==> src/sv/hash_join_build_probe_assert.svh <==
// ---------------------------------------------------------------------------
// Assertion macros for the hash join engine
// Concurrent checks, clocked on clk and disabled while rst is high.
// ---------------------------------------------------------------------------
`ifndef HASH_JOIN_BUILD_PROBE_ASSERT_SVH
`define HASH_JOIN_BUILD_PROBE_ASSERT_SVH

// antecedent implies consequent in the same cycle
`define HJBP_ASSERT_SAME(label, ante, cons) \
  label: assert property (@(posedge clk) disable iff (rst) (ante) |-> (cons)) \
    else $error("hash join check failed");

// antecedent implies consequent in the next cycle
`define HJBP_ASSERT_NEXT(label, ante, cons) \
  label: assert property (@(posedge clk) disable iff (rst) (ante) |=> (cons)) \
    else $error("hash join check failed");

`endif

==> src/sv/hjbp_pkg.sv <==
// ---------------------------------------------------------------------------
// hjbp_pkg
// Shared types and constants of the hash join engine.
// ---------------------------------------------------------------------------
`timescale 1ns / 1ps

package hjbp_pkg;

  localparam int STORE_TUPLES_DEF = 64;
  localparam int BUCKETS_DEF      = 16;

  localparam int PTR_W = 7;
  localparam int BKT_W = 10;
  localparam logic [PTR_W-1:0] EMPTY_MARK = 7'h7F;

  localparam logic [1:0] K_CLEAR = 2'd0;
  localparam logic [1:0] K_BUILD = 2'd1;
  localparam logic [1:0] K_PROBE = 2'd2;
  localparam logic [1:0] K_NONE  = 2'd3;

  typedef struct packed {
    logic [1:0]        kind;
    logic signed [31:0] key;
    logic [30:0]       val;
    logic [BKT_W-1:0]  bucket;
  } item_t;

  typedef struct packed {
    logic              match_valid;
    logic signed [31:0] r_key;
    logic [30:0]       r_val;
    logic signed [31:0] s_key;
    logic [30:0]       s_val;
    logic signed [31:0] sum_so_far;
    logic              status;
    logic              last;
  } res_t;

  typedef struct packed {
    logic [PTR_W-1:0] head;
    logic [PTR_W-1:0] tail;
  } bkt_t;

endpackage

==> src/sv/hjbp_queue.sv <==
// ---------------------------------------------------------------------------
// hjbp_queue
// Two-entry request queue between the front and the back.
// ---------------------------------------------------------------------------
`timescale 1ns / 1ps

module hjbp_queue import hjbp_pkg::*; (
  input  logic  clk,
  input  logic  rst,
  input  logic  push,
  input  item_t push_item,
  output logic  full,
  input  logic  pop,
  output logic  q_valid,
  output item_t q_item
);

  item_t      entries [2];
  logic       wr_ptr;
  logic       rd_ptr;
  logic [1:0] count;

  assign full    = (count == 2'd2);
  assign q_valid = (count != 2'd0);
  assign q_item  = entries[rd_ptr];

  always_ff @(posedge clk) begin
    if (push) entries[wr_ptr] <= push_item;
  end

  always_ff @(posedge clk) begin
    if (rst) begin
      wr_ptr <= 1'b0;
      rd_ptr <= 1'b0;
      count  <= 2'd0;
    end else begin
      if (push) wr_ptr <= !wr_ptr;
      if (pop)  rd_ptr <= !rd_ptr;
      count <= count + 2'(push) - 2'(pop);
    end
  end

endmodule

==> config.mk <==
export PLATFORM = sky130hd
export DESIGN_NAME = hjbp_queue
export DESIGN_NICKNAME = d
export VERILOG_FILES = /design/src/sv/hash_join_build_probe_assert.svh /design/src/sv/hjbp_pkg.sv /design/src/sv/hjbp_queue.sv
export SDC_FILE = /design/constraint.sdc
export NUM_CORES = 1
export LEC_CHECK = 0
export BUFFER_PORTS_ARGS = -buffer_cell sky130_fd_sc_hd__buf_2
export CORE_ASPECT_RATIO = 0.7
export CORE_MARGIN = 10
export CORE_UTILIZATION = 52
export CTS_CLUSTER_DIAMETER = 30
export CTS_CLUSTER_SIZE = 20
export DETAILED_ROUTE_END_ITERATION = 12
export PLACE_DENSITY = 0.84
export SKIP_CTS_REPAIR_TIMING = 1
export SLEW_MARGIN = 30
export SYNTH_ARGS = -nofsm -noshare
export SYNTH_HDL_FRONTEND = slang
export SYNTH_SLANG_ARGS = --single-unit
==> constraint.sdc <==
create_clock -name clk -period 5.7 [get_ports clk]
set_clock_uncertainty 0.15 [all_clocks]
set_input_delay 1.14 -clock clk [delete_from_list [all_inputs] [get_ports clk]]
set_output_delay 1.14 -clock clk [all_outputs]
set_load 0.02 [all_outputs]
# Yosys cells after proc, flatten, opt, wreduce, memory -nomap -nowiden

Memory sizes are Yosys's and may differ from the RTL's. A register that Yosys moved wholly into a read port is not among the register bits.
Cells that the tools add are included.
W data, S select, Z words.

Logic and storage cells: 14
Memory bits (writable): 150
Bits in registers: 4
Output and inout port bits: 77
Memories kept: 1
Bits of input ports: 79

Memory list:

| memory  | depth | width | read ports | clocked after memory_dff | write ports | RTL line         | RTL |
|---|---|---|---|---|---|---|---|
| entries | 2     | 75    | 1          | 1                        | 1           | hjbp_queue.sv:18 | `item_t entries [2];` |

Reductions and logical operators: 3
Add/subtract/negate cells: 2
Eq/ne operators: 1
Multiplexer cells: 4

Operators by type and width:

| operator             | number |
|---|---|
| $mux W1              | 4 |
| $add A2 B1 Y2        | 1 |
| $eq A2 B2 Y1 const B | 1 |
| $logic_not A1 Y1     | 2 |
| $reduce_bool A2 Y1   | 1 |
| $sub A2 B1 Y2        | 1 |

# Longest topological paths before layout

Depth in word-level cells: 3
Depth in mapped cells: 6

# Worst setup path after synthesis

Ideal clock, no wire load.

Path type: input to register
Start point: input port push
End point: memory entries[0][0] in the netlist's numbering (enable)
Data required time: 5.032 ns
Setup time: 0.518 ns
Path slack: 0.608 ns
Data arrival time: 4.424 ns
Stages: 1
Cells stage by stage: nor2b_1

Cells in the longest elaborated chain, start to end: 2

Ends and longest elaborated chain:

| what                          | RTL line         | RTL |
|---|---|---|
| start: declaration            | hjbp_queue.sv:10 | `input logic push,` |
| $mux W1                       | hjbp_queue.sv:28 | `if (push) entries[wr_ptr] <= push_item;` |
| $mux W1 (implied by the code) | hjbp_queue.sv:28 |  |
| end: declaration              | hjbp_queue.sv:18 |  |

No other way between the ends.

==> results.tsv <==
stage	metric	value	unit
global_routing	total gr overflow	0	
timing	Fmax	0.274	GHz
logic_synthesis	synth cell count leaders	edfxtp_1 (150), mux2_4 (50), mux2_2 (25)	
logic_synthesis	most common cell in the synthesized netlist	edfxtp_1	
setup_path	reg2reg setup slack	3.60	ns
setup_path	CP startpoint kind	flop	
setup_path	Worst R2R End	entries[0][10]	
outcome	run status	completed	
hold_path	hold path cells	2	
clocking	CTS clk-pin slew, worst paths	0.06	ns
hold_path	hold_sp	rd_ptr	
logic_synthesis	Post-Syn Area	0.00583	mm^2
timing	Max Slew Vio Count	0	
detailed_routing	via count	2862	
logic_synthesis	number of synthesized flops with an enable pin	150	
power	Leakage	0.00291	uW
logic_synthesis	Top FF cell, synth	edfxtp_1	
clocking	Root Driver	clkbuf_16	
timing	setup_tns	0	ns
hold_path	worst min path class	reg -> reg	
floorplan	Die W	147	um
floorplan	initial cell density of the core	53.2	%
detailed_routing	1st-iter DRT viols	130	
setup_path	worst path cell trace	buf_4 > mux2_4 > buf_2	
global_routing	vias in the first global route	3263	
placement	routability cong.	0.732	
detailed_routing	DR pass1 iterations	4	
clocking	number of H-tree levels	4	
detailed_routing	WL final	11300	um
clocking	clock sinks	155	
setup_path	Worst Path Max Fanout	49	
detailed_routing	DRC violation count after routing	0	
detailed_routing	WL/cell	19.3	um
placement	Final HPWL DP	7930	um
logic_synthesis	area leader, netlist	edfxtp_1	
timing	RSZ-0062 raised after global routing	false	
clocking	CTS Buf Count	17	
setup_path	CP peak stage delay	0.86	ns
run	max capacitance violation total	0	
setup_path	critical path required time	4.41	ns
setup_path	crit end category	output port	
floorplan	Die H	109	um
floorplan	die area	0.0159	mm^2
setup_path	WP data arrival	2.36	ns
layout	Final Cell Area	0.00737	mm^2
logic_synthesis	Synth Area per Inst	23.0	um^2
power	Cell Pwr Density	385	mW/mm^2
layout	share of post-route cells with drive strength above 1	61.6	%
timing	Setup Viol. Count Final	0	
global_routing	Overall Global Routing Usage	14.2	%
timing	final hold vios	0	
logic_synthesis	Synth async-reset ratio	0	%
detailed_routing	drt via density	4.87	
clocking	CTS tree	yes	
floorplan	core footprint	0.0110	mm^2
logic_synthesis	Syn Nets	335	
logic_synthesis	synthesized instance count	254	
global_routing	pin count of the biggest net entering global routing	57	
layout	Layout Nets	504	
logic_synthesis	Seq/Total Area, Yosys	78.9	%
power	total power	2840	uW
layout	Fill cells	746	
layout	Layout area overhead	26.3	%
timing	Slew Limit Headroom	47.6	%
setup_path	worst r2r src	wr_ptr	
global_routing	first-pass GRT wire length	17600	um
clocking	Longest Clk Path Bufs	2	
global_routing	initial antenna violation count	0	
floorplan	row count	32	
setup_path	WS Path Type	reg -> out	
timing	Worst-Margin Slew	0.786	ns
layout	fin util	67.2	%
setup_path	worst path bufs/invs	2	
detailed_routing	DRT antenna net count	0	
logic_synthesis	share of the synthesized area in the top cell type	77.2	%
logic_synthesis	synthesis-stage register bit count	155	
logic_synthesis	count of cell types in the netlist	14	
placement	DP Area	0.00677	mm^2
layout	diode count	0	
setup_path	Reg2Reg Depth	2	
setup_path	crit path max-delay cell type	dfxtp_4	
power	Peak VDD IR	242	uV
logic_synthesis	top cells by area, synth	edfxtp_1 (77%), mux2_4 (13%), mux2_2 (4.8%), dfxtp_1 (1.7%), buf_6 (1.2%)	
logic_synthesis	Yosys warnings	0	
timing	period utilization	64.1	%
timing	fin crit period	3.65	ns
floorplan	num ports	156	
clocking	latest clock arrival within the worst-skew pair	0.40	ns
placement	port buffer count	155	
setup_path	CP delay by family, top	flip-flops	
cell type report:
type / count / area, um^2 / area share (%)
repair buffers: 158 / 811 / 11.0
inverters: 2 / 7.51 / 0.102
multi-input cells: 89 / 1150 / 15.7
clock buffers: 17 / 425 / 5.77
well taps: 153 / 191 / 2.60
clock inverters: 14 / 173 / 2.34
flip-flops and latches: 155 / 4610 / 62.5
how the worst max path moves through the flow:
stage	cells past startpoint	endpoint	startpoint
global placement	3	q_item[34]	flop
global route	3	q_item[49]	flop
floorplan	1	entries[0][0]	push
detailed placement	3	q_item[26]	flop
finish	3	q_item[26]	flop
CTS	3	q_item[26]	flop
per-layer routing:
metal / wire length (um) / vias to the layer above / GRT usage (%)
li1: - / 1342 / -
met1: 5030 / 1399 / 17.4
met2: 5320 / 112 / 22.6
met3: 867 / 9 / 6.21
met4: 101 / 0 / 4.27
met5: 0 / - / 0
layout by cell type, fill, tap and decap left out:
cell,synthesis,final
buf_2,2,155
edfxtp_1,150,150
mux2_4,50,50
mux2_2,25,25
clkbuf_16,0,17
nor2_1,4,4
clkinv_4,0,4
dfxtp_1,5,4
clkinv_2,0,3
bufinv_16,0,3
inv_1,2,2
nor2b_1,3,2
xnor2_1,2,2
ha_1,2,2
clkinvlp_4,0,2
inv_6,0,2
buf_4,0,2
or2_2,1,1
and2_4,0,1
nor2b_4,0,1
xnor3_1,1,1
dfxtp_4,0,1
buf_12,0,1
through the flow:
stage               worst slack, ns  cells  hold slack [ns]
floorplan                     0.608    254            0.330
global placement               2.45    556            0.351
detailed placement             2.43    557            0.348
CTS                            2.00    588            0.370
global route                   1.92    588            0.406
finish                         2.05    588            0.368
where the power goes:
part / switching [uW] / internal (uW)
Clock: 435 / 689
Sequential: 35.2 / 1330
Combinational: 188 / 159
worst reg2reg max path, delay by kind of cell (launching register included):
| kind | cells | cell delay, ns |
|---|---|---|
| simple gates | 1 | 0.48 |
| buf+inv | 1 | 0.68 |
| flops | 1 | 0.36 |
cells by family after synthesis:
kind of cell	after synthesis	share of synthesized area, %
xor+xnor	3	0.686
fa+ha+maj	2	0.429
buf+inv	10	1.46
flops	155	78.9
mux	75	17.7
simple gates	9	0.794
flip-flops by register name, indices dropped and copies added (netlist names), named ones only:
| name | cells |
|---|---|
| count | 2 |
| rd_ptr | 1 |
| wr_ptr | 1 |
| entries | 150 |
(Power assumes the default switching activity.)
