File: src/sv/hash_join_build_probe_assert.svh
// ---------------------------------------------------------------------------
// Assertion macros for the hash join engine
// Concurrent checks, clocked on clk and disabled while rst is high.
// ---------------------------------------------------------------------------
`ifndef HASH_JOIN_BUILD_PROBE_ASSERT_SVH
`define HASH_JOIN_BUILD_PROBE_ASSERT_SVH

// antecedent implies consequent in the same cycle
`define HJBP_ASSERT_SAME(label, ante, cons) \
  label: assert property (@(posedge clk) disable iff (rst) (ante) |-> (cons)) \
    else $error("hash join check failed");

// antecedent implies consequent in the next cycle
`define HJBP_ASSERT_NEXT(label, ante, cons) \
  label: assert property (@(posedge clk) disable iff (rst) (ante) |=> (cons)) \
    else $error("hash join check failed");

`endif

File: src/sv/hjbp_pkg.sv
// ---------------------------------------------------------------------------
// hjbp_pkg
// Shared types and constants of the hash join engine.
// ---------------------------------------------------------------------------
`timescale 1ns / 1ps

package hjbp_pkg;

  localparam int STORE_TUPLES_DEF = 64;
  localparam int BUCKETS_DEF      = 16;

  localparam int PTR_W = 7;
  localparam int BKT_W = 10;
  localparam logic [PTR_W-1:0] EMPTY_MARK = 7'h7F;

  localparam logic [1:0] K_CLEAR = 2'd0;
  localparam logic [1:0] K_BUILD = 2'd1;
  localparam logic [1:0] K_PROBE = 2'd2;
  localparam logic [1:0] K_NONE  = 2'd3;

  typedef struct packed {
    logic [1:0]        kind;
    logic signed [31:0] key;
    logic [30:0]       val;
    logic [BKT_W-1:0]  bucket;
  } item_t;

  typedef struct packed {
    logic              match_valid;
    logic signed [31:0] r_key;
    logic [30:0]       r_val;
    logic signed [31:0] s_key;
    logic [30:0]       s_val;
    logic signed [31:0] sum_so_far;
    logic              status;
    logic              last;
  } res_t;

  typedef struct packed {
    logic [PTR_W-1:0] head;
    logic [PTR_W-1:0] tail;
  } bkt_t;

endpackage

File: src/sv/hjbp_front.sv
// ---------------------------------------------------------------------------
// hjbp_front
// Accepts requests, drops unused kinds and reduces the join value to its
// bucket one byte per cycle before handing the request on.
// ---------------------------------------------------------------------------
`timescale 1ns / 1ps

module hjbp_front import hjbp_pkg::*; #(
  parameter int BUCKETS = BUCKETS_DEF
) (
  input  logic               clk,
  input  logic               rst,
  input  logic               in_valid,
  output logic               in_stall,
  input  logic [1:0]         kind,
  input  logic signed [31:0] tuple_key,
  input  logic [30:0]        tuple_val,
  output logic               q_push,
  output item_t              q_item,
  input  logic               q_full
);

  typedef enum logic [1:0] {F_IDLE, F_MOD, F_PUSH} fstate_t;

  localparam logic [18:0] BMOD = 19'(BUCKETS);

  fstate_t          state;
  item_t            item;
  logic [BKT_W-1:0] rem;
  logic [BKT_W-1:0] rem_next;
  logic [1:0]       cnt;
  logic [31:0]      v32;
  logic [18:0]      t;

  assign in_stall = (state != F_IDLE);
  assign q_push   = (state == F_PUSH) && !q_full;
  assign q_item   = item;
  assign v32      = {1'b0, item.val};

  always_comb begin
    t = {1'b0, rem, v32[8*(3-cnt) +: 8]};
    for (int k = 7; k >= 0; k--) begin
      if (t >= (BMOD << k)) t = t - (BMOD << k);
    end
    rem_next = t[BKT_W-1:0];
  end

  always_ff @(posedge clk) begin
    if (rst) begin
      state <= F_IDLE;
      cnt   <= 2'd0;
    end else begin
      case (state)
        F_IDLE: begin
          if (in_valid && kind != K_NONE) begin
            item.kind <= kind;
            item.key  <= tuple_key;
            item.val  <= tuple_val;
            rem       <= '0;
            cnt       <= 2'd0;
            state     <= F_MOD;
          end
        end
        F_MOD: begin
          rem <= rem_next;
          cnt <= cnt + 2'd1;
          if (cnt == 2'd3) begin
            item.bucket <= rem_next;
            state       <= F_PUSH;
          end
        end
        F_PUSH: begin
          if (!q_full) state <= F_IDLE;
        end
        default: state <= F_IDLE;
      endcase
    end
  end

endmodule

File: config.mk
export PLATFORM = sky130hd
export DESIGN_NAME = hjbp_front
export DESIGN_NICKNAME = d
export VERILOG_FILES = /design/src/sv/hash_join_build_probe_assert.svh /design/src/sv/hjbp_pkg.sv /design/src/sv/hjbp_front.sv
export SDC_FILE = /design/constraint.sdc
export NUM_CORES = 1
export LEC_CHECK = 0
export ABC_CLOCK_PERIOD_IN_PS = 12700
export BUFFER_PORTS_ARGS = -buffer_cell sky130_fd_sc_hd__buf_2
export CAP_MARGIN = 20
export CELL_PAD_IN_SITES_DETAIL_PLACEMENT = 0
export CELL_PAD_IN_SITES_GLOBAL_PLACEMENT = 2
export CORE_UTILIZATION = 34
export CTS_CLUSTER_DIAMETER = 150
export DETAILED_ROUTE_END_ITERATION = 7
export GPL_TIMING_DRIVEN = 0
export PLACE_DENSITY = 0.9
export SLEW_MARGIN = 20
export SYNTH_ARGS = -nofsm -noshare
export SYNTH_HDL_FRONTEND = slang
export SYNTH_SLANG_ARGS = --single-unit
File: constraint.sdc
create_clock -name clk -period 12.7 [get_ports clk]
set_input_delay 1.27 -clock clk [delete_from_list [all_inputs] [get_ports clk]]
set_output_delay 1.27 -clock clk [all_outputs]
set_load 0.02 [all_outputs]
== Word-level counts from Yosys, hierarchy flattened ==
Cells that the tools add are included.
Word-level totals
  register bits: 89
  word-level logic and storage cells: 61
Operators by class
  add/subtract/negate cells: 10
  $lt $le $gt $ge: 8
  eq/ne operators: 7
  shifts and indexed selects: 1
  multiplexer cells: 16
  bitwise gates (word level): 1
  reduce and logical (&&, ||, !) cells: 11
Operators by type and width (number)
  19-bit 2-to-1 mux: 7
  32-bit by 33-bit variable part select with 8-bit output: 1
  10-bit 2-to-1 mux: 2
  10-bit one-hot mux with 2 select lines: 1
  19-bit by 10-bit greater-or-equal comparator with 1-bit output, second input constant: 1
  19-bit by 11-bit greater-or-equal comparator with 1-bit output, second input constant: 1
  19-bit by 5-bit greater-or-equal comparator with 1-bit output, second input constant: 1
  19-bit by 6-bit greater-or-equal comparator with 1-bit output, second input constant: 1
  19-bit by 7-bit greater-or-equal comparator with 1-bit output, second input constant: 1
  19-bit by 8-bit greater-or-equal comparator with 1-bit output, second input constant: 1
  19-bit by 9-bit greater-or-equal comparator with 1-bit output, second input constant: 1
  18-bit by 12-bit subtractor with 19-bit output, second input constant: 1
  19-bit by 10-bit subtractor with 19-bit output, second input constant: 1
  19-bit by 11-bit subtractor with 19-bit output, second input constant: 1
  19-bit by 6-bit subtractor with 19-bit output, second input constant: 1
  19-bit by 7-bit subtractor with 19-bit output, second input constant: 1
  19-bit by 8-bit subtractor with 19-bit output, second input constant: 1
  19-bit by 9-bit subtractor with 19-bit output, second input constant: 1
  18-bit by 12-bit greater-or-equal comparator with 1-bit output, second input constant: 1
  3-bit AND reduction: 4
  10-bit by 5-bit subtractor with 10-bit output, second input constant: 1
  2-bit 2-to-1 mux: 4
  2-bit inequality test, second input constant: 4
  2-bit one-hot mux with 3 select lines: 1
  11 further kinds: 14

== Depth between registers and ports, before layout ==
  depth after elaboration: 19
  mapped depth: 46
  gate-level depth less buffers: 41

== Worst setup path after synthesis ==
OpenSTA, ideal clock, no wires.
  kind: flip-flop to flip-flop
  start point: register cnt[0]
  end point: register rem[9], data pin
  arrival: 9011 ps
  slack: 3434 ps
  stages on the path, launching flop included: 46
  path buffers: 5
  period minus slack after synthesis: 9266 ps
  path through: dfxtp_1 > buf_6 > mux4_2 > nor4_4 > and4_1 > buf_4 > nor2_1 > xnor2_1 > ha_1 > nand2_1 > a21oi_1 > o211ai_1 > mux2i_1 > and2_1 > buf_4 > o2111ai_4 > nand3_1 > ha_1 > [10 not listed] > o41ai_1 > xnor2_1 > a2bb2oi_1 > o211ai_1 > nand4_1 > nand4b_1 > a2111o_1 > and4b_4 > buf_6 > xnor2_1 > ha_1 > a21oi_1 > o2111a_1 > o2111ai_1 > a21oi_1 > a21oi_1 > mux2_4 > and2_1
Between the ends
  word-level cells in the longest chain between the ends: 19
  elaborated cells on any way between the ends: 27
  classes of those cells: 9 x add/sub; 8 x order compare; 1 x shift; 9 x mux
Ends and longest elaborated chain
  from (decl): RTL line hjbp_front.sv:31  | logic [1:0] cnt;
  from (signal assigned): RTL line hjbp_front.sv:66  | cnt <= cnt + 2'd1;
  2-bit by 2-bit subtractor with 3-bit output *: RTL line hjbp_front.sv:41  | t = {1'b0, rem, v32[8*(3-cnt) +: 8]};
  32-bit by 33-bit variable part select with 8-bit output *: RTL line hjbp_front.sv:41
  18-bit by 12-bit subtractor with 19-bit output / 18-bit by 12-bit greater-or-equal comparator with 1-bit output (equally long branches): RTL line hjbp_front.sv:43  | if (t >= (BMOD << k)) t = t - (BMOD << k);
  19-bit 2-to-1 mux *: RTL line hjbp_front.sv:43
  19-bit by 11-bit subtractor with 19-bit output / 19-bit by 11-bit greater-or-equal comparator with 1-bit output (equally long branches): RTL line hjbp_front.sv:43
  19-bit 2-to-1 mux *: RTL line hjbp_front.sv:43
  19-bit by 10-bit subtractor with 19-bit output / 19-bit by 10-bit greater-or-equal comparator with 1-bit output (equally long branches): RTL line hjbp_front.sv:43
  19-bit 2-to-1 mux *: RTL line hjbp_front.sv:43
  [4 not listed]
  19-bit by 7-bit subtractor with 19-bit output / 19-bit by 7-bit greater-or-equal comparator with 1-bit output (equally long branches): RTL line hjbp_front.sv:43
  19-bit 2-to-1 mux *: RTL line hjbp_front.sv:43
  19-bit by 6-bit subtractor with 19-bit output / 19-bit by 6-bit greater-or-equal comparator with 1-bit output (equally long branches): RTL line hjbp_front.sv:43
  19-bit 2-to-1 mux *: RTL line hjbp_front.sv:43
  19-bit by 5-bit greater-or-equal comparator with 1-bit output / 10-bit by 5-bit subtractor with 10-bit output (equally long branches): RTL line hjbp_front.sv:43
  10-bit 2-to-1 mux *: RTL line hjbp_front.sv:43
  net t[9]: RTL line hjbp_front.sv:33  | logic [18:0] t;
  10-bit one-hot mux with 2 select lines *: RTL line hjbp_front.sv:53  | case (state)
  to (signal assigned): RTL line hjbp_front.sv:65  | rem <= rem_next;
  to (decl): RTL line hjbp_front.sv:29  | logic [BKT_W-1:0] rem;
The timed path passes the listed nets; every way through them passes the cells marked *.
A chain may end at the register's enable or synchronous reset.

== Worst setup path in the final report ==
Same ends and word-level chain as after synthesis.

==> results.md <==
* Post-route ant nets at 0
* Critical Path RT at 12,810 ps
* Slowest-stage cell, CP: mux4_2
* P&R area growth vs syn at 23.09%
* Total Neg Setup Slack at 0 ps
* Hpwl dp at 14.50 mm
* DR pass1 iterations at 6
* Max-slew violation count at 0
* Hold Fails Final Rpt at 0
* CP Class: flop to flop
* DIE AREA at 18,230 um2
* HP Class: flop to flop
* Crit. End Element: flop
* Tcrit/Tclk final at 87.76%
* Largest cells by area after synthesis: edfxtp_1 (42%), a21oi_1 (3.2%), nand2_1 (2.8%), mux4_2 (2.6%), nor3_1 (1.9%)
* Clock transition at path regs at 70 ps
* CTS sink count at 89
* Std cell rows at 48
* Root buf cell: clkbuf_16
* I/O pins at 146
* Fin Hold WS at 716.7 ps
* Delay of the slowest critical-path stage at 570 ps
* Async SR Flop Fraction at 0%
* Routed len/inst at 18.52 um
* Post-synth cell types at 105
* Worst skew pair latency at 340 ps
* CTS tree: yes
* Number of global-route vias before repair at 5,381
* Max cap viols at 0
* Final min period at 11,150 ps
* Final GP Congestion at 0.8994
* Worst Path Arrival at 11,250 ps
* Pre-CTS WS at 1668 ps
* Top_reg_cell synth: edfxtp_1
* Hold_buf cts at 0
* Startpoint Class: flop
* Setup violations, final at 0
* Post-CTS resize count at 0
* Peak supply drop at 153.8 uV
* Initial core utilization at 34.77%
* Final net count at 810
* Die W at 135 um
* FF+latch count, synth at 89
* Reg2Reg Setup Slack at 1550 ps
* Largest net degree at the start of global routing at 19
* Worst-path maximum fanout at 10
* GR Overflow Total at 0
* Syn nets at 643
* Unrepaired setup endpoints after global routing: no
* Least-Margin Pin Slew at 845.2 ps
* DRT Wirelength at 17.84 mm
* Iteration-0 DRC Markers at 503
* Htree depth at 3
* Layout cell share with drive strength beyond 1 at 33.11%
* Leak at 2.790 nW
* Cell area power density at 110.7 nW/um2
* Post-synth EDFFs at 85
* Clk_skew at 10.25 ps
* Vias per Instance at 5.600
* Post-synthesis cell area at 6015 um2
* Via count at 5,393
* CTS Buf Count at 9
* Post-Syn Instances at 565
* CTS Buffer Depth at 2
* Synth cell count leaders: edfxtp_1 (85), nand2_1 (45), a21oi_1 (38)
* Worst setup margin at 1554 ps
* Max-slew headroom at 42.20%
* Area share of the largest cell type after synthesis at 42.44%
* Mean Syn Cell Area at 10.65 um2
* DRC at 0
* Core ar. at 17,300 um2
* Fmax at 89.72 MHz
* Outcome: finished clean
* YS warnings at 0
* DIE HEIGHT at 135 um
* Global-route wire length before repair at 28.39 mm
* Setup bufs post-CTS at 0
* Seq/Total Area, Yosys at 43.77%
* Initial antenna violation count at 1
* Port Buffer Count at 145
* Global-route usage over all layers at 20.20%
* Count leader, synth: edfxtp_1
* Post-synth top area cell: edfxtp_1
-- area by class of cell --
type	count	area, um2
clock inverters	7	75.07
multi-input cells	437	3196
diodes	1	2.502
clock buffers	9	225.2
flip-flops and latches	89	2633
repair buffers	156	788.3
fillers	1688	9893
well taps	225	281.5
plain buffers	19	127.6
inverters	20	75.07
-- metal layers --
metal  GRT usage [%]  routed length (um)  vias up
met1           23.06                7083     2562
met4           6.991                 400        0
met2           36.74                9138      227
met3           4.692                1215       35
li1                -                   -     2569
met5               0                   0        -
-- cell families (layout without fill, tap and decap cells) --
group | count (synthesis) | in the layout | share of synthesized area (%)
compound gates | 180 | 180 | 23.03
xor+xnor | 16 | 16 | 2.455
fa+ha+maj | 10 | 10 | 2.039
buf+inv | 39 | 211 | 3.370
flops | 89 | 89 | 43.77
mux | 18 | 18 | 4.847
other cells | 0 | 1 | 0
simple gates | 213 | 213 | 20.49
-- report_power, final --
group / internal [mW] / switching [mW] / leakage (nW)
registers: 0.336 / 0.00698 / 0.817
logic: 0.0824 / 0.138 / 1.83
clock network: 0.138 / 0.118 / 0.142
-- per-stage QoR --
step           cell area (um2)  std cells  power (mW)  util (%)
2_1_floorplan             6015        565      0.5063         -
3_3_place_gp              7022        935      0.5632     40.60
3_5_place_dp              7101        946      0.5661     41.05
4_1_cts                   7401        962      0.8216     42.79
5_1_grt                   7403        963      0.8542     42.80
6_report                  7403        963      0.8193     42.80
-- critical path, delay by kind of cell, from the launching register on --
family | cells | cell delay, ps
AO/OA/AOI/OAI | 16 | 4110
XOR/XNOR | 3 | 450
adder cells (fa/ha/maj) | 4 | 1040
buffers and inverters | 7 | 1060
flip-flops | 1 | 450
multiplexers | 3 | 1410
AND/OR/NAND/NOR | 12 | 2390
-- cell usage in the layout (no fill, tap or decap), types with 9 or more instances in the layout --
cell / instances
inv_1: 20
clkbuf_16: 9
nor2_1: 30
a21oi_1: 38
and2_1: 15
nand3_1: 14
buf_2: 157
edfxtp_1: 85
nor3_1: 21
or3_1: 9
nand2_1: 45
a211oi_1: 12
xnor2_1: 11
ha_1: 9
nand2b_1: 9
buf_4: 9
o21ai_0: 19
-- final timing paths --
| kind | start | endpoint | cells after the start |
|---|---|---|---|
| worst max-delay path | cnt[0] | rem[9] | 45 |
| worst min-delay path | state[0] | state[0] | 2 |
| worst max register to register | cnt[0] | rem[9] | 45 |
| worst min register to register | state[0] | state[0] | 2 |
-- state kept, by name, indices dropped and copies added, names as in the netlist --
| name | cells |
|---|---|
| rem | 10 |
| q_item | 75 |
| state | 2 |
| cnt | 2 |
No activity file was read; power rests on OpenSTA's default activity.
