$ cat config.mk
export PLATFORM = sky130hd
export DESIGN_NAME = hjbp_back
export DESIGN_NICKNAME = d
export VERILOG_FILES = /design/src/sv/hjbp_pkg.sv /design/src/sv/hjbp_back.sv
export VERILOG_INCLUDE_DIRS = /design/src /design/src/sv
export SDC_FILE = /design/constraint.sdc
export NUM_CORES = 2
export LEC_CHECK = 0
export BUFFER_PORTS_ARGS = -buffer_cell sky130_fd_sc_hd__buf_2
export CAP_MARGIN = 40
export CORE_UTILIZATION = 40
export DETAILED_ROUTE_END_ITERATION = 8
export GPL_TIMING_DRIVEN = 0
export MAX_ROUTING_LAYER = met4
export PLACE_DENSITY_LB_ADDON = 0.3
export SLEW_MARGIN = 20
export SYNTH_ARGS = -nofsm -noshare
export SYNTH_HDL_FRONTEND = slang
export SYNTH_MEMORY_MAX_BITS = 65536
export SYNTH_SLANG_ARGS = --single-unit
$ cat constraint.sdc
create_clock -name clk -period 24.6 [get_ports clk]
set_clock_uncertainty 0.2 [all_clocks]
set_input_delay 6.15 -clock clk [delete_from_list [all_inputs] [get_ports clk]]
set_output_delay 6.15 -clock clk [all_outputs]
set_load 0.1 [all_outputs]
$ cat src/sv/hash_join_build_probe_assert.svh
// ---------------------------------------------------------------------------
// Assertion macros for the hash join engine
// Concurrent checks, clocked on clk and disabled while rst is high.
// ---------------------------------------------------------------------------
`ifndef HASH_JOIN_BUILD_PROBE_ASSERT_SVH
`define HASH_JOIN_BUILD_PROBE_ASSERT_SVH

// antecedent implies consequent in the same cycle
`define HJBP_ASSERT_SAME(label, ante, cons) \
  label: assert property (@(posedge clk) disable iff (rst) (ante) |-> (cons)) \
    else $error("hash join check failed");

// antecedent implies consequent in the next cycle
`define HJBP_ASSERT_NEXT(label, ante, cons) \
  label: assert property (@(posedge clk) disable iff (rst) (ante) |=> (cons)) \
    else $error("hash join check failed");

`endif

$ cat src/sv/hjbp_pkg.sv
// ---------------------------------------------------------------------------
// hjbp_pkg
// Shared types and constants of the hash join engine.
// ---------------------------------------------------------------------------
`timescale 1ns / 1ps

package hjbp_pkg;

  localparam int STORE_TUPLES_DEF = 64;
  localparam int BUCKETS_DEF      = 16;

  localparam int PTR_W = 7;
  localparam int BKT_W = 10;
  localparam logic [PTR_W-1:0] EMPTY_MARK = 7'h7F;

  localparam logic [1:0] K_CLEAR = 2'd0;
  localparam logic [1:0] K_BUILD = 2'd1;
  localparam logic [1:0] K_PROBE = 2'd2;
  localparam logic [1:0] K_NONE  = 2'd3;

  typedef struct packed {
    logic [1:0]        kind;
    logic signed [31:0] key;
    logic [30:0]       val;
    logic [BKT_W-1:0]  bucket;
  } item_t;

  typedef struct packed {
    logic              match_valid;
    logic signed [31:0] r_key;
    logic [30:0]       r_val;
    logic signed [31:0] s_key;
    logic [30:0]       s_val;
    logic signed [31:0] sum_so_far;
    logic              status;
    logic              last;
  } res_t;

  typedef struct packed {
    logic [PTR_W-1:0] head;
    logic [PTR_W-1:0] tail;
  } bkt_t;

endpackage

$ cat src/sv/hjbp_back.sv
// ---------------------------------------------------------------------------
// hjbp_back
// Carries out clear, build and probe requests against the bucket table and
// tuple store, and drives the result register.
// ---------------------------------------------------------------------------
`timescale 1ns / 1ps

module hjbp_back import hjbp_pkg::*; #(
  parameter int STORE_TUPLES = STORE_TUPLES_DEF,
  parameter int BUCKETS      = BUCKETS_DEF
) (
  input  logic  clk,
  input  logic  rst,
  input  logic  q_valid,
  input  item_t q_item,
  output logic  q_pop,
  output logic  out_valid,
  input  logic  out_stall,
  output res_t  out_res
);

  localparam int SW = (STORE_TUPLES > 1) ? $clog2(STORE_TUPLES) : 1;
  localparam int BW = (BUCKETS > 1) ? $clog2(BUCKETS) : 1;
  localparam int CW = $clog2(STORE_TUPLES + 1);
  localparam logic [CW-1:0]    FULL_CNT  = CW'(STORE_TUPLES);
  localparam logic [PTR_W-1:0] STORE_LIM = PTR_W'(STORE_TUPLES);
  localparam logic [BW-1:0]    LAST_BKT  = BW'(BUCKETS - 1);

  typedef enum logic [2:0] {
    S_CLEAR, S_IDLE, S_BRD, S_BLNK, S_PWALK, S_PDAT, S_RESP
  } bstate_t;

  bkt_t               bkt_mem  [BUCKETS];
  logic signed [31:0] key_mem  [STORE_TUPLES];
  logic [30:0]        val_mem  [STORE_TUPLES];
  logic [PTR_W-1:0]   next_mem [STORE_TUPLES];

  bstate_t            state;
  logic               init;
  logic [BW-1:0]      sweep;
  logic [CW-1:0]      count;
  logic signed [31:0] sum;
  item_t              cur;
  logic [PTR_W-1:0]   p;
  logic [PTR_W-1:0]   slot_ptr;
  logic [PTR_W-1:0]   link_tail;
  res_t               res;
  res_t               held;
  logic               held_v;

  bkt_t               bdata;
  logic signed [31:0] kdata;
  logic [30:0]        vdata;
  logic [PTR_W-1:0]   ndata;

  logic             bwe, bre, swe, nwe, sre;
  logic [BW-1:0]    bwaddr, braddr;
  bkt_t             bwdata;
  logic [SW-1:0]    swaddr, nwaddr, sraddr;
  logic [PTR_W-1:0] nwdata;
  logic             can_emit, hit, emit;
  logic signed [31:0] sum_add;
  res_t             base_res;
  res_t             full_res;
  res_t             miss_res;
  res_t             fin_res;
  res_t             hit_res;

  assign can_emit = !out_valid || !out_stall;
  assign hit      = (vdata == cur.val);
  assign sum_add  = sum + $signed({1'b0, vdata});
  assign q_pop    = (state == S_IDLE) && q_valid;
  assign emit     = can_emit && ((state == S_RESP) || (state == S_PDAT && hit && held_v));

  always_comb begin
    base_res            = '0;
    base_res.sum_so_far = sum;
    base_res.last       = 1'b1;
    full_res            = base_res;
    full_res.status     = 1'b1;
    miss_res            = base_res;
    miss_res.s_key      = cur.key;
    miss_res.s_val      = cur.val;
    fin_res             = held;
    fin_res.last        = 1'b1;
    hit_res             = '0;
    hit_res.match_valid = 1'b1;
    hit_res.r_key       = kdata;
    hit_res.r_val       = vdata;
    hit_res.s_key       = cur.key;
    hit_res.s_val       = cur.val;
    hit_res.sum_so_far  = sum_add;
  end

  always_comb begin
    bwe    = 1'b0;
    bre    = 1'b0;
    swe    = 1'b0;
    nwe    = 1'b0;
    sre    = 1'b0;
    bwaddr = cur.bucket[BW-1:0];
    braddr = q_item.bucket[BW-1:0];
    bwdata = '{head: EMPTY_MARK, tail: EMPTY_MARK};
    swaddr = count[SW-1:0];
    nwaddr = count[SW-1:0];
    nwdata = EMPTY_MARK;
    sraddr = p[SW-1:0];
    case (state)
      S_CLEAR: begin
        bwe    = 1'b1;
        bwaddr = sweep;
      end
      S_IDLE: begin
        bre = q_valid && (q_item.kind == K_BUILD || q_item.kind == K_PROBE);
      end
      S_BRD: begin
        if (cur.kind == K_BUILD) begin
          swe = 1'b1;
          nwe = 1'b1;
          bwe = 1'b1;
          if (bdata.tail == EMPTY_MARK) begin
            bwdata = '{head: PTR_W'(count), tail: PTR_W'(count)};
          end else begin
            bwdata = '{head: bdata.head, tail: PTR_W'(count)};
          end
        end
      end
      S_BLNK: begin
        nwe    = 1'b1;
        nwaddr = link_tail[SW-1:0];
        nwdata = slot_ptr;
      end
      S_PWALK: begin
        sre = (p < STORE_LIM);
      end
      default: ;
    endcase
  end

  always_ff @(posedge clk) begin
    if (bwe) bkt_mem[bwaddr] <= bwdata;
    if (bre) bdata <= bkt_mem[braddr];
  end

  always_ff @(posedge clk) begin
    if (swe) begin
      key_mem[swaddr] <= cur.key;
      val_mem[swaddr] <= cur.val;
    end
    if (nwe) next_mem[nwaddr] <= nwdata;
    if (sre) begin
      kdata <= key_mem[sraddr];
      vdata <= val_mem[sraddr];
      ndata <= next_mem[sraddr];
    end
  end

  always_ff @(posedge clk) begin
    if (rst) begin
      state     <= S_CLEAR;
      init      <= 1'b1;
      sweep     <= '0;
      count     <= '0;
      sum       <= '0;
      held_v    <= 1'b0;
      out_valid <= 1'b0;
    end else begin
      if (emit) out_valid <= 1'b1;
      else if (!out_stall) out_valid <= 1'b0;
      case (state)
        S_CLEAR: begin
          sweep <= sweep + BW'(1);
          if (sweep == LAST_BKT) begin
            count <= '0;
            if (init) begin
              init  <= 1'b0;
              state <= S_IDLE;
            end else begin
              res   <= base_res;
              state <= S_RESP;
            end
          end
        end
        S_IDLE: begin
          if (q_valid) begin
            cur <= q_item;
            case (q_item.kind)
              K_CLEAR: begin
                sweep <= '0;
                state <= S_CLEAR;
              end
              K_BUILD: begin
                if (count == FULL_CNT) begin
                  res   <= full_res;
                  state <= S_RESP;
                end else begin
                  state <= S_BRD;
                end
              end
              K_PROBE: state <= S_BRD;
              default: state <= S_IDLE;
            endcase
          end
        end
        S_BRD: begin
          if (cur.kind == K_BUILD) begin
            slot_ptr  <= PTR_W'(count);
            link_tail <= bdata.tail;
            count     <= count + CW'(1);
            if (bdata.tail == EMPTY_MARK || bdata.tail >= STORE_LIM) begin
              res   <= base_res;
              state <= S_RESP;
            end else begin
              state <= S_BLNK;
            end
          end else begin
            p      <= bdata.head;
            held_v <= 1'b0;
            state  <= S_PWALK;
          end
        end
        S_BLNK: begin
          res   <= base_res;
          state <= S_RESP;
        end
        S_PWALK: begin
          if (p >= STORE_LIM) begin
            if (held_v) res <= fin_res;
            else res <= miss_res;
            state <= S_RESP;
          end else begin
            state <= S_PDAT;
          end
        end
        S_PDAT: begin
          if (!hit) begin
            p     <= ndata;
            state <= S_PWALK;
          end else if (!held_v || can_emit) begin
            if (held_v) out_res <= held;
            held   <= hit_res;
            held_v <= 1'b1;
            sum    <= sum_add;
            p      <= ndata;
            state  <= S_PWALK;
          end
        end
        S_RESP: begin
          if (can_emit) begin
            out_res <= res;
            state   <= S_IDLE;
          end
        end
        default: state <= S_IDLE;
      endcase
    end
  end

`include "hash_join_build_probe_assert.svh"

  `HJBP_ASSERT_SAME(a_count_bound, 1'b1, count <= FULL_CNT)
  `HJBP_ASSERT_SAME(a_match_ok, out_valid && out_res.match_valid, !out_res.status)
  `HJBP_ASSERT_NEXT(a_held_set, state == S_PDAT && hit && can_emit, held_v)

endmodule

# After elaboration in Yosys (flattened, before gate mapping)

Memories as Yosys holds them, arrays and structs flattened. A register that Yosys moved wholly into a read port is not among the register bits.
Cells that the tools add are included.

Add/subtract/negate cells: 3
Magnitude comparators: 3
Eq/ne operators: 29
Reduce and logical (&&, ||, !) cells: 32
Muxes and demuxes: 61
Shift-type cells: 0
Bitwise logic cells: 1
Multipliers: 0
Div/mod/pow operators: 0

Operators with widths:

| kind                | count |
|---|---|
| $mux 161            | 13 |
| $pmux 161 s5        | 1 |
| $pmux 161 s2        | 1 |
| $mux 14             | 3 |
| $mux 7              | 6 |
| $add 32x32->32      | 1 |
| $eq 31x31->1        | 1 |
| $pmux 7 s2          | 2 |
| $mux 3              | 9 |
| $pmux 3 s7          | 1 |
| $ne 2x2->1 const B  | 10 |
| $reduce_and 4->1    | 4 |
| $mux 1              | 15 |
| $reduce_and 3->1    | 5 |
| $eq 7x7->1 const B  | 2 |
| $ge 7x7->1 const B  | 2 |
| $mux 4              | 3 |
| $ne 2x1->1 const B  | 5 |
| $reduce_and 10->1   | 1 |
| $eq 3x3->1 const B  | 3 |
| $pmux 3 s3          | 1 |
| $pmux 4 s2          | 1 |
| $reduce_bool 2->1   | 4 |
| $add 7x1->7 const B | 1 |
| other kinds (20)    | 34 |

Input port bits: 79
Flip-flop bits (word level): 618
ROM bits: 0
Logic and storage cells: 168
Bits in latches: 0
Memories kept: 4
RAM bits: 4704

Memories:

| name     | depth | width | read ports | clocked after memory_dff | write ports | line            | RTL |
|---|---|---|---|---|---|---|---|
| key_mem  | 64    | 32    | 1          | 1                        | 1           | hjbp_back.sv:34 | `logic signed [31:0] key_mem [STORE_TUPLES];` |
| val_mem  | 64    | 31    | 1          | 1                        | 1           | hjbp_back.sv:35 | `logic [30:0] val_mem [STORE_TUPLES];` |
| next_mem | 64    | 7     | 1          | 1                        | 1           | hjbp_back.sv:36 | `logic [PTR_W-1:0] next_mem [STORE_TUPLES];` |
| bkt_mem  | 16    | 14    | 1          | 1                        | 1           | hjbp_back.sv:33 | `bkt_t bkt_mem [BUCKETS];` |

# Logic depth before layout (Yosys ltp)

Depth in word-level cells: 6
Depth in mapped cells: 10
Mapped depth without buffers: 10

# Least setup slack after synthesis

Ideal clock, no wire load.

Kind: input-to-reg
Start point: in out_stall
End point: reg out_res[0] (netlist bit), enable pin
Arrival time: 14.454 ns
Stages: 3
Setup time: 0.736 ns
Data required time: 23.664 ns
Path slack: 9.210 ns
Path through: nand2_1 -> or3b_2 -> a21oi_1

Longest elaborated chain between the ends: 5

Ends and longest elaborated chain:

| element                        | line             | RTL |
|---|---|---|
| from (decl)                    | hjbp_back.sv:18  | `input logic out_stall,` |
| $logic_not 1->1 (*)            | -                |  |
| $logic_or 1x1->1 (*)           | hjbp_back.sv:69  | `assign can_emit = !out_valid \|\| !out_stall;` |
| $logic_or 1x1->1               | hjbp_back.sv:239 | `end else if (!held_v \|\| can_emit) begin` |
| $ne 2x1->1 (no line)           | -                |  |
| $reduce_and 6->1 (no line) (*) | -                |  |
| to (signal assigned)           | hjbp_back.sv:240 | `if (held_v) out_res <= held;` |
| to (signal assigned)           | hjbp_back.sv:250 | `out_res <= res;` |
| to (decl)                      | hjbp_back.sv:19  | `output res_t out_res` |

Mark *: on every way between the ends. The rest lies on a longest branch, timed or not.
A chain may end at the register's enable or synchronous reset.

# Worst setup path after layout

Start point: in q_valid
End point: out q_pop

Longest elaborated chain between the ends: 1

Ends and longest elaborated chain:

| element           | line            | RTL |
|---|---|---|
| from (decl)       | hjbp_back.sv:14 | `input logic q_valid,` |
| $logic_and 1x1->1 | hjbp_back.sv:72 | `assign q_pop = (state == S_IDLE) && q_valid;` |
| to (decl)         | hjbp_back.sv:16 | `output logic q_pop,` |

No other way between the ends.

==> qor.txt <==
Async SR Flop Fraction - 0
largest net degree at the start of global routing - 65
peak supply drop - 0.0758 mV
Post CTS Setup Buffer Count - 0
final max-slew violation count - 0
first drt pass iteration count - 8
maximum fanout along the worst path - 3
top cell type by total area after synthesis - edfxtp_1
Synth area leaders - edfxtp_1, mux4_2, nand2_1
area share of the largest cell type after synthesis - 0.780
Startpoint Class - input port
number of global-route vias before repair - 101000
Rows - 263
Die Area - 518000 µm²
Max Root-Sink Buffers - 4
CTS sink count - 5405
cells after synthesis - 8849
port bufs - 235
CTS tree - done
most frequent cells in the layout - edfxtp_1, mux4_2, nand2_1
status - completed
Final Util - 0.479
GRT met1 Usage - 0.294
met2 GRT Util - 0.355
Post-synth top flop - edfxtp_1
remaining antenna violation count - 0
RSZ-0062 raised after global routing - no
worst skew pair latency - 1090 ps
most common cell after layout, fill and taps aside - edfxtp_1
Via-to-Cell Ratio - 5.75
Post-Syn Nets - 8966
core area - 513000 µm²
Max Cap Viol - 0
initial core utilization - 0.402
fraction of the yosys area taken by sequential cells - 0.785
htree depth - 6
HPWL Detailed - 416000 µm
CTS buffer count - 566
cts hold-fix bufs - 0
actual slew at the worst max-slew pin - 908 ps
first-pass GRT wire length - 799000 µm
Mean Syn Cell Area - 23.3 µm²
gpl congestion - 0.856
EDFF count, synth - 5356
Max Freq - 74.7 MHz
initial antenna violation count - 75
Mapped Area - 206000 µm²
post-route minimum period - 13380 ps
Synth-to-Final Area Change - 19.4%
Rel. slew slack - 0.394
Die Ht - 720 µm
Routed WL - 581000 µm
number of gates resized after cts - 0
CP Data Required Time - 18250 ps
clock-pin slew on the worst setup and hold paths - 60 ps
final hold violation count - 0
Warnings, synthesis - 0
Overflow after GRT - 0
mean routed wirelength per cell - 33.1 µm
gr busiest metal - met2
worst min path class - reg -> reg
total leakage power - 78.8 nW
endpoints failing setup - 0
count of state elements after synthesis - 5405
IO Pins - 242
Synth cell types - 64
residual DRC count - 0
Global Route Usage Sum - 0.227
Final period util - 0.544
Placed Cells - 16400
met3 Track Usage GR - 0.0548
Filler cells - 40700
setup TNS - 0 ps
DR iter-0 viols - 13200
Non-Filler Instances - 17600
share of cells above drive strength 1 - 0.321
net count reported at finish - 10400
crit end category - output pin
PwrDens - 76.4 nW/µm²
critical path class - in -> out
vias after detailed routing - 101000
Critical Path AT - 7030 ps
die width - 720 µm
root buffer cell - clkbuf_16
[final cells by class]
| type | instances | area (µm²) | area share |
|---|---|---|---|
| Multi-Input combinational cell | 2974 | 42900 | 0.175 |
| Tap cell | 6757 | 8450 | 0.0344 |
| Inverter | 30 | 113 | 0.000458 |
| Timing Repair Buffer | 840 | 12500 | 0.0510 |
| Buffer | 440 | 1920 | 0.00780 |
| Antenna cell | 97 | 243 | 0.000987 |
| Sequential cell | 5405 | 162000 | 0.658 |
| Clock inverter | 306 | 3060 | 0.0125 |
| Clock buffer | 706 | 14900 | 0.0606 |
[worst max-delay path, cell delays in order]
cell and delay, ps:
buf_2 100, nand2_1 110, inv_1 200, buf_2 460
[power by group]
part | total, W | internal (W) | leakage (nW) | switching (W)
registers | 0.0101 | 0.0101 | 49.7 | 0.0000254
clock network | 0.00836 | 0.00477 | 8.71 | 0.00359
logic | 0.000312 | 0.000108 | 20.3 | 0.000204
[path summary, 6_finish.rpt]
| check | from | to | slack [ps] | cells after the start |
|---|---|---|---|---|
| worst min register to register | kdata[24] | fin_res[152] | 180 | 0 |
| worst max-delay path | q_valid | q_pop | 11220 | 4 |
| worst min-delay path | kdata[24] | fin_res[152] | 180 | 0 |
| worst max register to register | cur[34] | fin_res[149] | 18350 | 18 |
[cell usage after synthesis, drive strengths merged (2+ instances only)]
cell type  count
o22ai          4
a21o          12
or2            2
edfxtp      5356
mux2i         72
a311oi         2
ha            37
nor3b          4
o211ai         7
nand4         19
dfxtp         49
nand2b        10
nand3b         7
xnor2         49
mux2          38
inv           29
clkbuf       283
a211oi         2
o21bai         4
nor2b          9
o21ai         26
nand3         32
xor2          13
a31oi         13
nor4           4
and2          69
mux4        1540
and3           6
a22oi          2
a21oi         67
a221o          2
nor2         255
nand2        607
a41oi          3
or3           15
o31ai          5
buf          157
nor3          15
and4           2
o311ai         4
[cells by family after synthesis]
kind of cell    after synthesis  share of synthesized area
compound gates              164                    0.00499
fa+ha+maj                    38                    0.00234
xor+xnor                     62                    0.00263
mux                        1650                      0.174
flops                      5405                      0.785
simple gates               1060                     0.0216
buf+inv                     470                    0.00945
[metrics by stage]
step                      power [W]  hold WS, ps  area, µm²  setup slack [ps]
after floorplan              0.0105          200     206000              9210
after global placement       0.0106          204     216000              2510
after detailed placement     0.0106          205     227000             11220
after CTS                    0.0189          174     245000             11220
after global routing         0.0192          204     246000             11120
final                        0.0188          177     246000             11220
[layer usage]
metal / wire, µm / part of all wire
met1: 222000 / 0.38
met2: 281000 / 0.48
met4: 18700 / 0.032
met5: 0 / 0
met3: 58700 / 0.10
[registers in the layout (all words and copies together) (netlist names), 14 cells and up]
register	count
key_mem	2048
val_mem	1984
next_mem	448
bkt_mem	224
out_res	161
res	160
fin_res	158
cur	69
kdata	32
sum	32
vdata	31
bdata	14
(Power assumes the default switching activity.)
